**src/rtl/eio_pkg.sv**
```systemverilog
`timescale 1ns / 1ps
// ---------------------------------------------------------------------------
// Ease-in/out curve package
// Shared types, piece codes and default constants for the curve pipeline.
// ---------------------------------------------------------------------------
package eio_pkg;

  localparam int unsigned TimeBitsDefault = 16;
  localparam int unsigned FracBitsDefault = 16;
  localparam int unsigned DurationReset   = 1000;

  // Which section of the curve a word falls on.
  typedef enum logic [1:0] {
    PieceEaseIn,
    PieceLinear,
    PieceEaseOut,
    PieceClamp
  } piece_e;

  // Control that travels alongside the data through every stage.
  typedef struct packed {
    logic   valid;
    piece_e piece;
  } ctl_t;

endpackage

```
**src/rtl/eio_prep.sv**
```systemverilog
`timescale 1ns / 1ps
// ---------------------------------------------------------------------------
// Curve piece selection
// Two stages: scaled times, then piece choice and the divider operands.
// ---------------------------------------------------------------------------
module eio_prep import eio_pkg::*; #(
  parameter int unsigned TIME_BITS = TimeBitsDefault
) (
  input  logic                 clk_i,
  input  logic                 rst_ni,
  input  logic                 valid_i,
  input  logic [TIME_BITS-1:0] elapsed_i,
  input  logic [TIME_BITS-1:0] duration_i,
  output ctl_t                 ctl_o,
  output logic [TIME_BITS+1:0] num_o,
  output logic [TIME_BITS+1:0] den_o
);

  localparam int unsigned DW  = TIME_BITS + 2;
  localparam int unsigned E3W = TIME_BITS + 3;
  localparam int unsigned E4W = TIME_BITS + 4;

  // Stage one: multiples of elapsed and duration.
  logic                 s1_vld_q, s1_clamp_q;
  logic [E4W-1:0]       s1_e10_q, s1_e10_d;
  logic [E3W-1:0]       s1_e6_q, s1_e6_d;
  logic [DW-1:0]        s1_d3_q, s1_d3_d;
  logic [E3W-1:0]       s1_d7_q, s1_d7_d;
  logic [TIME_BITS-1:0] s1_d_q, s1_dme_q, s1_dme_d;

  assign s1_e10_d = (E4W'(elapsed_i) << 3) + (E4W'(elapsed_i) << 1);
  assign s1_e6_d  = (E3W'(elapsed_i) << 2) + (E3W'(elapsed_i) << 1);
  assign s1_d3_d  = (DW'(duration_i) << 1) + DW'(duration_i);
  assign s1_d7_d  = (E3W'(duration_i) << 2) + (E3W'(duration_i) << 1) + E3W'(duration_i);
  assign s1_dme_d = duration_i - elapsed_i;

  always_ff @(posedge clk_i or negedge rst_ni) begin
    if (!rst_ni) begin
      s1_vld_q <= 1'b0;
    end else begin
      s1_vld_q <= valid_i;
    end
  end

  always_ff @(posedge clk_i) begin
    s1_clamp_q <= (elapsed_i >= duration_i);
    s1_e10_q   <= s1_e10_d;
    s1_e6_q    <= s1_e6_d;
    s1_d3_q    <= s1_d3_d;
    s1_d7_q    <= s1_d7_d;
    s1_d_q     <= duration_i;
    s1_dme_q   <= s1_dme_d;
  end

  // Stage two: pick the piece and form numerator and denominator.
  piece_e         piece_d;
  logic [DW-1:0]  num_d, den_d;
  logic [E4W-1:0] dme10;
  logic [E3W-1:0] lin_num;
  ctl_t           ctl_q;
  logic [DW-1:0]  num_q, den_q;

  assign dme10   = (E4W'(s1_dme_q) << 3) + (E4W'(s1_dme_q) << 1);
  assign lin_num = s1_e6_q - E3W'(s1_d_q);

  always_comb begin
    piece_d = PieceClamp;
    num_d   = '0;
    den_d   = s1_d3_q;
    priority if (s1_clamp_q) begin
      piece_d = PieceClamp;
    end else if (s1_e10_q <= E4W'(s1_d3_q)) begin
      piece_d = PieceEaseIn;
      num_d   = DW'(s1_e10_q);
    end else if (s1_e10_q <= E4W'(s1_d7_q)) begin
      piece_d = PieceLinear;
      num_d   = DW'(lin_num);
      den_d   = {s1_d_q, 2'b00};
    end else begin
      piece_d = PieceEaseOut;
      num_d   = DW'(dme10);
    end
  end

  always_ff @(posedge clk_i or negedge rst_ni) begin
    if (!rst_ni) begin
      ctl_q <= '0;
    end else begin
      ctl_q.valid <= s1_vld_q;
      ctl_q.piece <= piece_d;
    end
  end

  always_ff @(posedge clk_i) begin
    num_q <= num_d;
    den_q <= den_d;
  end

  assign ctl_o = ctl_q;
  assign num_o = num_q;
  assign den_o = den_q;

endmodule

```
**src/rtl/eio_div.sv**
```systemverilog
`timescale 1ns / 1ps
// ---------------------------------------------------------------------------
// Pipelined fraction divider
// Restoring division, one quotient bit per stage, FRAC_BITS+1 stages.
// ---------------------------------------------------------------------------
module eio_div import eio_pkg::*; #(
  parameter int unsigned TIME_BITS = TimeBitsDefault,
  parameter int unsigned FRAC_BITS = FracBitsDefault
) (
  input  logic                 clk_i,
  input  logic                 rst_ni,
  input  ctl_t                 ctl_i,
  input  logic [TIME_BITS+1:0] num_i,
  input  logic [TIME_BITS+1:0] den_i,
  output ctl_t                 ctl_o,
  output logic [FRAC_BITS:0]   quo_o
);

  localparam int unsigned DW     = TIME_BITS + 2;
  localparam int unsigned RW     = TIME_BITS + 3;
  localparam int unsigned QW     = FRAC_BITS + 1;
  localparam int unsigned Stages = FRAC_BITS + 1;

  logic [RW-1:0] rem_q [Stages];
  logic [DW-1:0] den_q [Stages];
  logic [QW-1:0] quo_q [Stages];
  ctl_t          ctl_q [Stages];

  for (genvar k = 0; k < Stages; k++) begin : g_stage
    logic [RW-1:0] rem_in, rem_d;
    logic [DW-1:0] den_in;
    logic [QW-1:0] quo_in;
    ctl_t          ctl_in;
    logic          qbit;

    if (k == 0) begin : g_first
      // The integer bit: the numerator never exceeds the denominator.
      assign rem_in = RW'(num_i);
      assign den_in = den_i;
      assign quo_in = '0;
      assign ctl_in = ctl_i;
    end else begin : g_next
      assign rem_in = {rem_q[k-1][RW-2:0], 1'b0};
      assign den_in = den_q[k-1];
      assign quo_in = quo_q[k-1];
      assign ctl_in = ctl_q[k-1];
    end

    assign qbit  = (rem_in >= RW'(den_in));
    assign rem_d = qbit ? (rem_in - RW'(den_in)) : rem_in;

    always_ff @(posedge clk_i or negedge rst_ni) begin
      if (!rst_ni) begin
        ctl_q[k] <= '0;
      end else begin
        ctl_q[k] <= ctl_in;
      end
    end

    always_ff @(posedge clk_i) begin
      rem_q[k] <= rem_d;
      den_q[k] <= den_in;
      quo_q[k] <= {quo_in[QW-2:0], qbit};
    end
  end

  assign ctl_o = ctl_q[Stages-1];
  assign quo_o = quo_q[Stages-1];

endmodule

```
**src/rtl/eio_cube.sv**
```systemverilog
`timescale 1ns / 1ps
// ---------------------------------------------------------------------------
// Cube, fifth and output select
// Four stages: square, cube, reciprocal multiply by one fifth, final select.
// ---------------------------------------------------------------------------
module eio_cube import eio_pkg::*; #(
  parameter int unsigned FRAC_BITS = FracBitsDefault
) (
  input  logic               clk_i,
  input  logic               rst_ni,
  input  ctl_t               ctl_i,
  input  logic [FRAC_BITS:0] quo_i,
  output logic               valid_o,
  output logic [FRAC_BITS:0] progress_o,
  output logic               saturated_o
);

  localparam int unsigned W  = FRAC_BITS + 1;
  localparam int unsigned W2 = 2 * W;
  // floor(x/5) == (x * ceil(2^K/5)) >> K for every x up to 2^FRAC_BITS.
  localparam int unsigned RecipShift = FRAC_BITS + 3;
  localparam int unsigned RecipC     = ((2 ** RecipShift) + 4) / 5;
  localparam int unsigned FifthW     = W2 - RecipShift;
  localparam logic [W-1:0] OneC      = W'(1) << FRAC_BITS;

  ctl_t           c1_ctl_q, c2_ctl_q, c3_ctl_q, c4_ctl_q;
  logic [W-1:0]   c1_quo_q, c2_quo_q, c3_quo_q;
  logic [W-1:0]   sq_q, cu_q;
  logic [W2-1:0]  sq_full, cu_full, fifth_full, fifth_q;
  logic [FifthW-1:0] fifth;
  logic [W-1:0]   prog_d, prog_q;

  assign sq_full    = W2'(quo_i) * W2'(quo_i);
  assign cu_full    = W2'(sq_q) * W2'(c1_quo_q);
  assign fifth_full = W2'(cu_q) * W2'(RecipC);
  assign fifth      = fifth_q[RecipShift +: FifthW];

  always_comb begin
    unique case (c3_ctl_q.piece)
      PieceEaseIn:  prog_d = W'(fifth);
      PieceLinear:  prog_d = c3_quo_q;
      PieceEaseOut: prog_d = OneC - W'(fifth);
      PieceClamp:   prog_d = OneC;
      default:      prog_d = OneC;
    endcase
  end

  always_ff @(posedge clk_i or negedge rst_ni) begin
    if (!rst_ni) begin
      c1_ctl_q <= '0;
      c2_ctl_q <= '0;
      c3_ctl_q <= '0;
      c4_ctl_q <= '0;
    end else begin
      c1_ctl_q <= ctl_i;
      c2_ctl_q <= c1_ctl_q;
      c3_ctl_q <= c2_ctl_q;
      c4_ctl_q <= c3_ctl_q;
    end
  end

  always_ff @(posedge clk_i) begin
    c1_quo_q <= quo_i;
    sq_q     <= sq_full[FRAC_BITS +: W];
    c2_quo_q <= c1_quo_q;
    cu_q     <= cu_full[FRAC_BITS +: W];
    c3_quo_q <= c2_quo_q;
    fifth_q  <= fifth_full;
    prog_q   <= prog_d;
  end

  assign valid_o     = c4_ctl_q.valid;
  assign progress_o  = prog_q;
  assign saturated_o = (c4_ctl_q.piece == PieceClamp);

endmodule

```
**src/rtl/ease_in_out_curve_eval.sv**
```systemverilog
`timescale 1ns / 1ps
// ---------------------------------------------------------------------------
// Ease-in/out progress curve evaluator
// Maps an elapsed tick count to eased progress in unsigned Q1.FRAC_BITS.
// ---------------------------------------------------------------------------
// Usage. A word enters on elapsed_ticks_i at any rising edge where start is
// high and busy is low; busy is never raised, so one word is taken per cycle.
// The result appears on progress_o and saturated_o for exactly one cycle,
// marked by done_o. Results leave in the order the words came in.
// The rate of one word per cycle is set by the fully pipelined divider: it
// produces one quotient bit per stage, so its FRAC_BITS + 1 stages set most
// of the latency, followed by two multiplier stages for the cube, one for
// the reciprocal multiply by one fifth, and a final select register.
// The duration register is loaded through cfg_valid_i/cfg_ready_o with
// cfg_duration_ticks_i; it is always ready. Each word samples the duration
// on entry, so a word already in flight keeps the value it started with.
// Reset clears every stage's valid bit and loads the duration with 1000.
// The receiver cannot stall: done_o is a strobe with no back-pressure.
// An elapsed count at or past the duration yields exactly 1.0 with
// saturated_o set; a zero duration therefore always saturates.
// ---------------------------------------------------------------------------
module ease_in_out_curve_eval import eio_pkg::*; #(
  parameter int unsigned TIME_BITS = TimeBitsDefault,
  parameter int unsigned FRAC_BITS = FracBitsDefault
) (
  input  logic                 clk_i,
  input  logic                 rst_ni,
  // Evaluation request
  input  logic                 start,
  output logic                 busy,
  input  logic [TIME_BITS-1:0] elapsed_ticks_i,
  // Result strobe
  output logic                 done_o,
  output logic [FRAC_BITS:0]   progress_o,
  output logic                 saturated_o,
  // Duration register write
  input  logic                 cfg_valid_i,
  output logic                 cfg_ready_o,
  input  logic [TIME_BITS-1:0] cfg_duration_ticks_i
);

  localparam int unsigned Latency      = FRAC_BITS + 7;
  localparam logic [FRAC_BITS:0] OneC  = (FRAC_BITS + 1)'(1) << FRAC_BITS;
  localparam logic [TIME_BITS-1:0] DurRst = TIME_BITS'(DurationReset);

  logic [TIME_BITS-1:0] dur_q;
  logic                 accept;
  ctl_t                 prep_ctl, div_ctl;
  logic [TIME_BITS+1:0] num, den;
  logic [FRAC_BITS:0]   quo;

  // No internal hazard ever blocks a new word.
  assign busy        = 1'b0;
  assign cfg_ready_o = 1'b1;
  assign accept      = start && !busy;

  always_ff @(posedge clk_i or negedge rst_ni) begin
    if (!rst_ni) begin
      dur_q <= DurRst;
    end else if (cfg_valid_i && cfg_ready_o) begin
      dur_q <= cfg_duration_ticks_i;
    end
  end

  // Scaled times, piece choice and divider operands (two stages).
  eio_prep #(
    .TIME_BITS (TIME_BITS)
  ) u_prep (
    .clk_i      (clk_i),
    .rst_ni     (rst_ni),
    .valid_i    (accept),
    .elapsed_i  (elapsed_ticks_i),
    .duration_i (dur_q),
    .ctl_o      (prep_ctl),
    .num_o      (num),
    .den_o      (den)
  );

  // Normalised time in Q1.FRAC_BITS, one bit per stage.
  eio_div #(
    .TIME_BITS (TIME_BITS),
    .FRAC_BITS (FRAC_BITS)
  ) u_div (
    .clk_i  (clk_i),
    .rst_ni (rst_ni),
    .ctl_i  (prep_ctl),
    .num_i  (num),
    .den_i  (den),
    .ctl_o  (div_ctl),
    .quo_o  (quo)
  );

  // Cubic segments and the final select into the output register.
  eio_cube #(
    .FRAC_BITS (FRAC_BITS)
  ) u_cube (
    .clk_i       (clk_i),
    .rst_ni      (rst_ni),
    .ctl_i       (div_ctl),
    .quo_i       (quo),
    .valid_o     (done_o),
    .progress_o  (progress_o),
    .saturated_o (saturated_o)
  );

  // Every accepted word comes out after the fixed latency, and nothing else.
  a_word_out: assert property (@(posedge clk_i) disable iff (!rst_ni)
    accept |-> ##Latency done_o)
    else $error("accepted word did not produce a result");

  a_no_spurious: assert property (@(posedge clk_i) disable iff (!rst_ni)
    done_o |-> $past(accept, Latency))
    else $error("result strobe without a matching accepted word");

  a_sat_one: assert property (@(posedge clk_i) disable iff (!rst_ni)
    (done_o && saturated_o) |-> (progress_o == OneC))
    else $error("saturated result is not exactly one");

  a_range: assert property (@(posedge clk_i) disable iff (!rst_ni)
    done_o |-> (progress_o <= OneC))
    else $error("progress above one");

endmodule

```
**config.mk**
```make
export PLATFORM = sky130hd
export DESIGN_NAME = ease_in_out_curve_eval
export DESIGN_NICKNAME = d
export VERILOG_FILES = /design/src/rtl/eio_pkg.sv /design/src/rtl/eio_prep.sv /design/src/rtl/eio_div.sv /design/src/rtl/eio_cube.sv /design/src/rtl/ease_in_out_curve_eval.sv
export SDC_FILE = /design/constraint.sdc
export NUM_CORES = 2
export LEC_CHECK = 0
export BUFFER_PORTS_ARGS = -buffer_cell sky130_fd_sc_hd__buf_2
export CORE_ASPECT_RATIO = 1.1
export CORE_MARGIN = 5
export CORE_UTILIZATION = 30
export CTS_BUF_LIST = sky130_fd_sc_hd__clkbuf_8
export DETAILED_ROUTE_END_ITERATION = 10
export SYNTH_ARGS = -nofsm -noshare
export SYNTH_HDL_FRONTEND = slang
export SYNTH_SLANG_ARGS = --single-unit
```
**constraint.sdc**
```tcl
create_clock -name clk_i -period 6.4 [get_ports clk_i]
set_input_delay 1.92 -clock clk_i [delete_from_list [all_inputs] [get_ports clk_i]]
set_output_delay 1.92 -clock clk_i [all_outputs]
set_load 0.01 [all_outputs]
```
Word-level counts from Yosys, hierarchy flattened
Memories as Yosys holds them, arrays and structs flattened.
Cells that the tools add are included.

storage, ports and cells
  register bits = 362
  memory bits (writable) = 918
  memories = 3

operators by class
  add/subtract/negate cells = 26
  multipliers = 3
  $lt $le $gt $ge = 20
  eq/ne operators = 4
  multiplexer cells = 26
  reduce and logical (&&, ||, !) cells = 1

memories
  name         depth  width  read ports  clocked after Yosys merged registers in  wr ports  RTL line       source
  u_div.rem_q  17     19     16          0                                        17        eio_div.sv:24  logic [RW-1:0] rem_q [Stages];
  u_div.den_q  17     18     16          0                                        17        eio_div.sv:25  logic [DW-1:0] den_q [Stages];
  u_div.quo_q  17     17     17          0                                        17        eio_div.sv:26  logic [QW-1:0] quo_q [Stages];

operators by type and width
  operator                                                                number
  19-bit two-way mux                                                      17
  19-bit by 18-bit >= comparator with 1-bit output                        16
  19-bit by 18-bit subtractor with 19-bit output                          16
  18-bit two-way mux                                                      5
  17-bit one-hot mux with 4 select lines                                  1
  17-bit by 17-bit multiplier with 33-bit output                          2
  18-bit by 17-bit adder with 18-bit output                               2
  17-bit by 16-bit multiplier with 33-bit output (second input constant)  1
  19-bit by 17-bit adder with 20-bit output                               1
  20-bit by 18-bit <= comparator with 1-bit output                        1
  20-bit by 19-bit <= comparator with 1-bit output                        1
  18-bit by 17-bit adder with 19-bit output                               1
  19-bit by 16-bit adder with 19-bit output                               1
  18-bit by 18-bit subtractor with 19-bit output                          1
  17-bit by 16-bit adder with 18-bit output                               1
  18-bit >= comparator                                                    1
  18-bit by 16-bit subtractor with 18-bit output                          1
  17-bit by 15-bit subtractor with 17-bit output (first input constant)   1
  16-bit >= comparator                                                    1
  16-bit subtractor                                                       1
  2-bit == test (second input constant)                                   3
  2-bit two-way mux                                                       3
  2-bit by 1-bit == test with 1-bit output (second input constant)        1
  2-bit zero test                                                         1

Logic depth before layout (Yosys ltp)
  word-level depth = 4
  gate-level depth with buffers = 26
  gate-level depth less buffers = 24

Hierarchy
A second synthesis with hierarchy kept.

unflattened totals
  cells, all modules = 7,013
  area total of the unflattened synthesis = 68,114.1 sq um

by module, submodules not included
  module                  instances  cells each  area each (sq um)  sequential area each (sq um)
  eio_div                 1          3,308       33,120.5           15,870.2
  eio_cube                1          2,649       24,984.0           2,642.5
  eio_prep                1          1,018       9,330.2            2,862.7
  ease_in_out_curve_eval  1          38          679.4              407.9

Worst setup path before layout
OpenSTA, ideal clock, no wires.

  path kind = reg-to-reg
  start = reg u_cube.c1_quo_q[2]
  end = reg u_cube.cu_q[16]
  arrival = 6,144 ps
  slack = 131 ps
  stages on the path, launching flop included = 23
  buffers on the path = 1
  period minus slack after synthesis = 6,269 ps
  cell sequence = dfxtp_1 -> clkbuf_1 -> nand2_1 -> fa_1 -> fa_1 -> fa_1 -> inv_1 -> fa_1 -> fa_1 -> inv_1 -> fa_1 -> inv_1 -> ha_1 -> a2111oi_0 -> o21ai_0 -> a221oi_1 -> o21ai_0 -> a21oi_1 -> o21bai_1 -> a21oi_1 -> o21ai_0 -> a211oi_1 -> xnor2_1

on the way
  cells in the longest elaborated chain, start to end = 1

ends and longest elaborated chain
  what                                            RTL line        source
  start: declaration                              eio_cube.sv:27  logic [W-1:0] c1_quo_q, c2_quo_q, c3_quo_q;
  start signal: assignment                        eio_cube.sv:63  c1_quo_q <= quo_i;
  17-bit by 17-bit multiplier with 33-bit output  eio_cube.sv:34  assign cu_full = W2'(sq_q) * W2'(c1_quo_q);
  net u_cube.cu_full[32]                          eio_cube.sv:29  logic [W2-1:0] sq_full, cu_full, fifth_full, fifth_q;
  end signal: assignment                          eio_cube.sv:66  cu_q <= cu_full[FRAC_BITS +: W];
  end: declaration                                eio_cube.sv:28  logic [W-1:0] sq_q, cu_q;

The timed path passes the listed nets, and every way through them passes these cells.
A chain may end at the register's enable or synchronous reset.

Worst setup path in the final report
  start = reg u_cube.c1_quo_q[5]
  end = reg u_cube.cu_q[16]

The elaborated chain is that of the path after synthesis.

==> impl.org <==
** Outcome
- Result of the run :: completed

** Global route
- Remaining global-route overflow :: 0
- Via count of the first global-routing pass :: 50,000
- The number of antenna violations at the first check in global routing is 8.
- Overall Global Routing Usage :: 12.8%
- The first global-routing pass estimated 248,000 um of wire.
- Entering global routing, the biggest net connects 64 pins.

** Critical path
- Measured in cells, the most critical reg-to-reg path has a length of 25.
- Worst setup path endpoint :: u_cube.cu_q[16]
- Data on the critical path arrives at its endpoint at 6.90 ns.
- The largest individual stage delay along the critical path comes from the cell sky130_fd_sc_hd__fa_1.
- The largest single stage delay on the critical path is 0.53 ns.
- The worst setup path is captured at a flip-flop.
- The worst setup path is launched from a flip-flop.
- The worst register-to-register path has a setup slack of 0.26 ns.
- Cell seen most often among critical-path stages :: sky130_fd_sc_hd__fa_1
- STA puts the critical path data required time at 7.16 ns.
- R2R Path End :: u_cube.cu_q[16]
- The critical path in this run is classified as flip-flop to flip-flop.
- The most critical setup path has its startpoint at u_cube.c1_quo_q[5].
- The worst register-to-register path begins at u_cube.c1_quo_q[5].
- Along the worst path, the maximum fanout reaches 7.

** Final layout
- Cell area after layout :: 75,600 um2
- Fraction of final layout cells sized beyond drive strength 1 :: 9.23%
- Post-synthesis to final-layout area growth :: 13.2%
- Final Non-Filler Cells :: 10,300
- For this run, the post-layout net count is 8,541.
- Post-route core utilization :: 34.2%

** Die
- The floorplan step defined a die boundary enclosing 232,000 um2.
- Standard-cell rows :: 181
- I/O Pins :: 57
- The die is 505 um tall.
- Chip Width :: 460 um
- For this configuration, the core starts out at a cell density of 30.2%.
- Core area :: 221,000 um2

** Clocking
- Deepest clock path buffer count :: 3
- Number of H-tree levels :: 4
- Insertion delay of the later-clocked pin in the worst-skew pair :: 0.92 ns
- CTS tree :: done
- After clock tree synthesis, the clock-pin slew on the worst setup and hold paths is 0.06 ns.
- Clock tree synthesis found a total of 1,067 sinks.
- Total clock buffers created by CTS :: 188
- Hold-fix buffers, CTS :: 0
- CTS Root Buffer Type :: sky130_fd_sc_hd__clkbuf_8

** STA
- Ratio of final minimum period to clock period :: 96.0%
- The worst path in the final design needs a cycle of 6.14 ns, including I/O delays and setup.
- Max Clock Freq :: 163 MHz
- At the pin with the least slew margin, the transition time is 1.23 ns.
- Setup violations remaining at the end of the flow were counted as 0.
- The number of hold-slack violations in the final timing report was 0.
- Relative slew slack :: 17.7%
- The max-slew violation total from the final report was 0.
- Post-Route Skew :: 0.0509 ns
- Worst slack on hold paths :: 0.296 ns

** Place
- The wire-length estimate of the detail-placed layout is 119,000 um.
- Count of placed standard cells including taps :: 9,918
- I/O Buffers :: 54
- At the end of routability-driven placement, the weighted congestion stood at 0.858.
- The placed instances occupy a cell area of 71,200 um2.

** Routing
- Detailed router's first-iteration violation count :: 2,010
- After detailed routing, the number of vias per cell comes to 4.54.
- In the routed design, unresolved DRC markers number 0.
- Across all layers, the routed design uses 46,600 vias.
- Wires add up to 147,000 um.
- Final antenna-violating net count :: 0
- Routed wire per std cell :: 14.3 um
- The first TritonRoute pass finished after 5 iterations.

** Yosys
- After synthesis the netlist holds a flip-flop and latch count of 1,067.
- Post-synthesis net count :: 8,289
- Summing every instance area after synthesis gives 66,800 um2.
- Synthesis instantiated 88 different standard cells from the library.
- In the synthesized netlist the dominant register cell turns out to be sky130_fd_sc_hd__dfxtp_1.
- Proportion of register bits with asynchronous set or reset after synthesis :: 7.78%
- Warnings, synthesis :: 0
- Counting every instance in the synthesized netlist gives 6,929.
- Number of enable-type register cells in the synthesized netlist :: 0
- Of the synthesized area, sequential elements account for 32.6%.
- In this run the mean area of a mapped cell was 9.64 um2.

** Job
- The tool flagged a number of max-cap violations equal to 0.

** Hold path
- In this run the worst hold path is classified as flip-flop to flip-flop.
routing by layer:
metal  track usage [%]  vias to the layer above  routed length (um)
met5                 0                        -                  41
met4              4.81                        6                4780
met3              2.20                      298                5360
met2              23.2                      765               74000
met1              15.1                    22500               63100
li1                  -                    23000                   -
cell usage after synthesis (34+ instances only):
master                     number  area [um2]
sky130_fd_sc_hd__nand2b_1      54         338
sky130_fd_sc_hd__nor2_1       301        1130
sky130_fd_sc_hd__and2_1       200        1250
sky130_fd_sc_hd__dfrtp_1       77        1930
sky130_fd_sc_hd__a21oi_1      295        1480
sky130_fd_sc_hd__nand4_1       41         257
sky130_fd_sc_hd__a21boi_0      50         375
sky130_fd_sc_hd__clkbuf_1      98         368
sky130_fd_sc_hd__inv_1       1229        4610
sky130_fd_sc_hd__nand2_1      572        2150
sky130_fd_sc_hd__nand3_1       65         325
sky130_fd_sc_hd__fa_1         535       10700
sky130_fd_sc_hd__nor3_1        61         305
sky130_fd_sc_hd__ha_1         789        9870
sky130_fd_sc_hd__a211oi_1      34         255
sky130_fd_sc_hd__nor2b_1       90         563
sky130_fd_sc_hd__o21ai_0      359        1800
sky130_fd_sc_hd__a21o_1       169        1270
sky130_fd_sc_hd__mux2_2       114        1280
sky130_fd_sc_hd__xor2_1       135        1180
sky130_fd_sc_hd__dfxtp_1      984       19700
sky130_fd_sc_hd__xnor2_1      214        1870
sky130_fd_sc_hd__o21a_1        58         435
area by class of cell:
cell class / instances / area [um2]
fill: 22300 / 146000
multi-input combinational: 4515 / 40100
sequential: 1067 / 21800
inverter: 1229 / 4610
tap: 2928 / 3660
clock buffer: 242 / 3330
timing repair buffer: 180 / 1230
clock inverter: 102 / 897
antenna: 7 / 17.5
placed cells by master, fill, tap and decap left out, types with 41 or more instances in the layout:
cell type,instances
sky130_fd_sc_hd__inv_1,1286
sky130_fd_sc_hd__dfxtp_1,969
sky130_fd_sc_hd__ha_1,787
sky130_fd_sc_hd__nand2_1,572
sky130_fd_sc_hd__fa_1,535
sky130_fd_sc_hd__o21ai_0,355
sky130_fd_sc_hd__nor2_1,298
sky130_fd_sc_hd__a21oi_1,290
sky130_fd_sc_hd__clkbuf_8,242
sky130_fd_sc_hd__xnor2_1,214
sky130_fd_sc_hd__and2_1,199
sky130_fd_sc_hd__a21o_1,169
sky130_fd_sc_hd__xor2_1,135
sky130_fd_sc_hd__buf_4,124
sky130_fd_sc_hd__mux2_2,114
sky130_fd_sc_hd__nor2b_1,90
sky130_fd_sc_hd__dfrtp_1,77
sky130_fd_sc_hd__nand3_1,65
sky130_fd_sc_hd__nor3_1,61
sky130_fd_sc_hd__o21a_1,58
sky130_fd_sc_hd__nand2b_1,54
sky130_fd_sc_hd__buf_2,53
sky130_fd_sc_hd__a21boi_0,49
sky130_fd_sc_hd__nand4_1,41
logic make-up after synthesis:
kind of cell    after synthesis  synth area share, %
simple gates               1515                 10.8
buf+inv                    1347                 7.65
fa+ha+maj                  1324                 30.8
compound gates             1186                 11.2
flops                      1067                 32.6
xor+xnor                    349                 4.58
mux                         139                 2.34
other cells                   2               0.0112
how the worst min path moves through the flow:
stage                   startpoint                  end  slack [ns]  cells after the start
3_3_place_gp     u_div.quo_q[9][6]   u_div.quo_q[10][7]        0.31                      0
5_1_grt        u_cube.c2_quo_q[14]  u_cube.c3_quo_q[14]        0.30                      0
2_1_floorplan   u_cube.c2_quo_q[0]   u_cube.c3_quo_q[0]        0.31                      0
4_1_cts          u_div.quo_q[7][2]    u_div.quo_q[8][3]        0.28                      0
3_5_place_dp    u_div.quo_q[12][9]  u_div.quo_q[13][10]        0.31                      0
6_report       u_cube.c2_quo_q[14]  u_cube.c3_quo_q[14]        0.30                      0
stage by stage:
| step | worst slack [ns] | TNS, ns |
|---|---|---|
| global route | -0.0726 | -0.185 |
| detailed placement | -0.122 | -0.126 |
| global placement | -0.00922 | -0.00922 |
| floorplan | 0.131 | 0 |
| finish | 0.258 | 0 |
| CTS | 0.0225 | 0 |
what timing repair did:
action                                  in CTS  in global routing
resized for setup                            6                 38
pin swaps                                    1                  9
setup buffers                                1                  0
endpoints found under the setup margin       6                 20
flip-flops by register name (all words and copies together), names as in the netlist, 15 cells and up:
signal / cells
dur_q: 16
u_cube.c1_quo_q: 17
u_cube.c2_quo_q: 17
u_cube.c3_quo_q: 17
u_cube.cu_q: 17
u_cube.fifth_q: 15
u_cube.progress_o: 17
u_cube.sq_q: 17
u_div.ctl_q: 48
u_div.den_q: 288
u_div.quo_q: 153
u_div.rem_q: 288
u_prep.den_o: 18
u_prep.num_o: 18
u_prep.s1_d3_q: 18
u_prep.s1_d7_q: 17
u_prep.s1_d_q: 15
u_prep.s1_dme_q: 16
u_prep.s1_e10_q: 19
u_prep.s1_e6_q: 16
worst max-delay path, delay by kind of cell (launching register included):
kind,cells,cell delay [ns]
buf+inv,6,0.51
flops,1,0.34
compound gates,8,1.43
fa+ha+maj,7,3.27
xor+xnor,1,0.10
simple gates,3,0.34
Power is left out: the tool's default activity adds up to more than one toggle a clock period on the data nets, which glitch-free logic cannot reach.
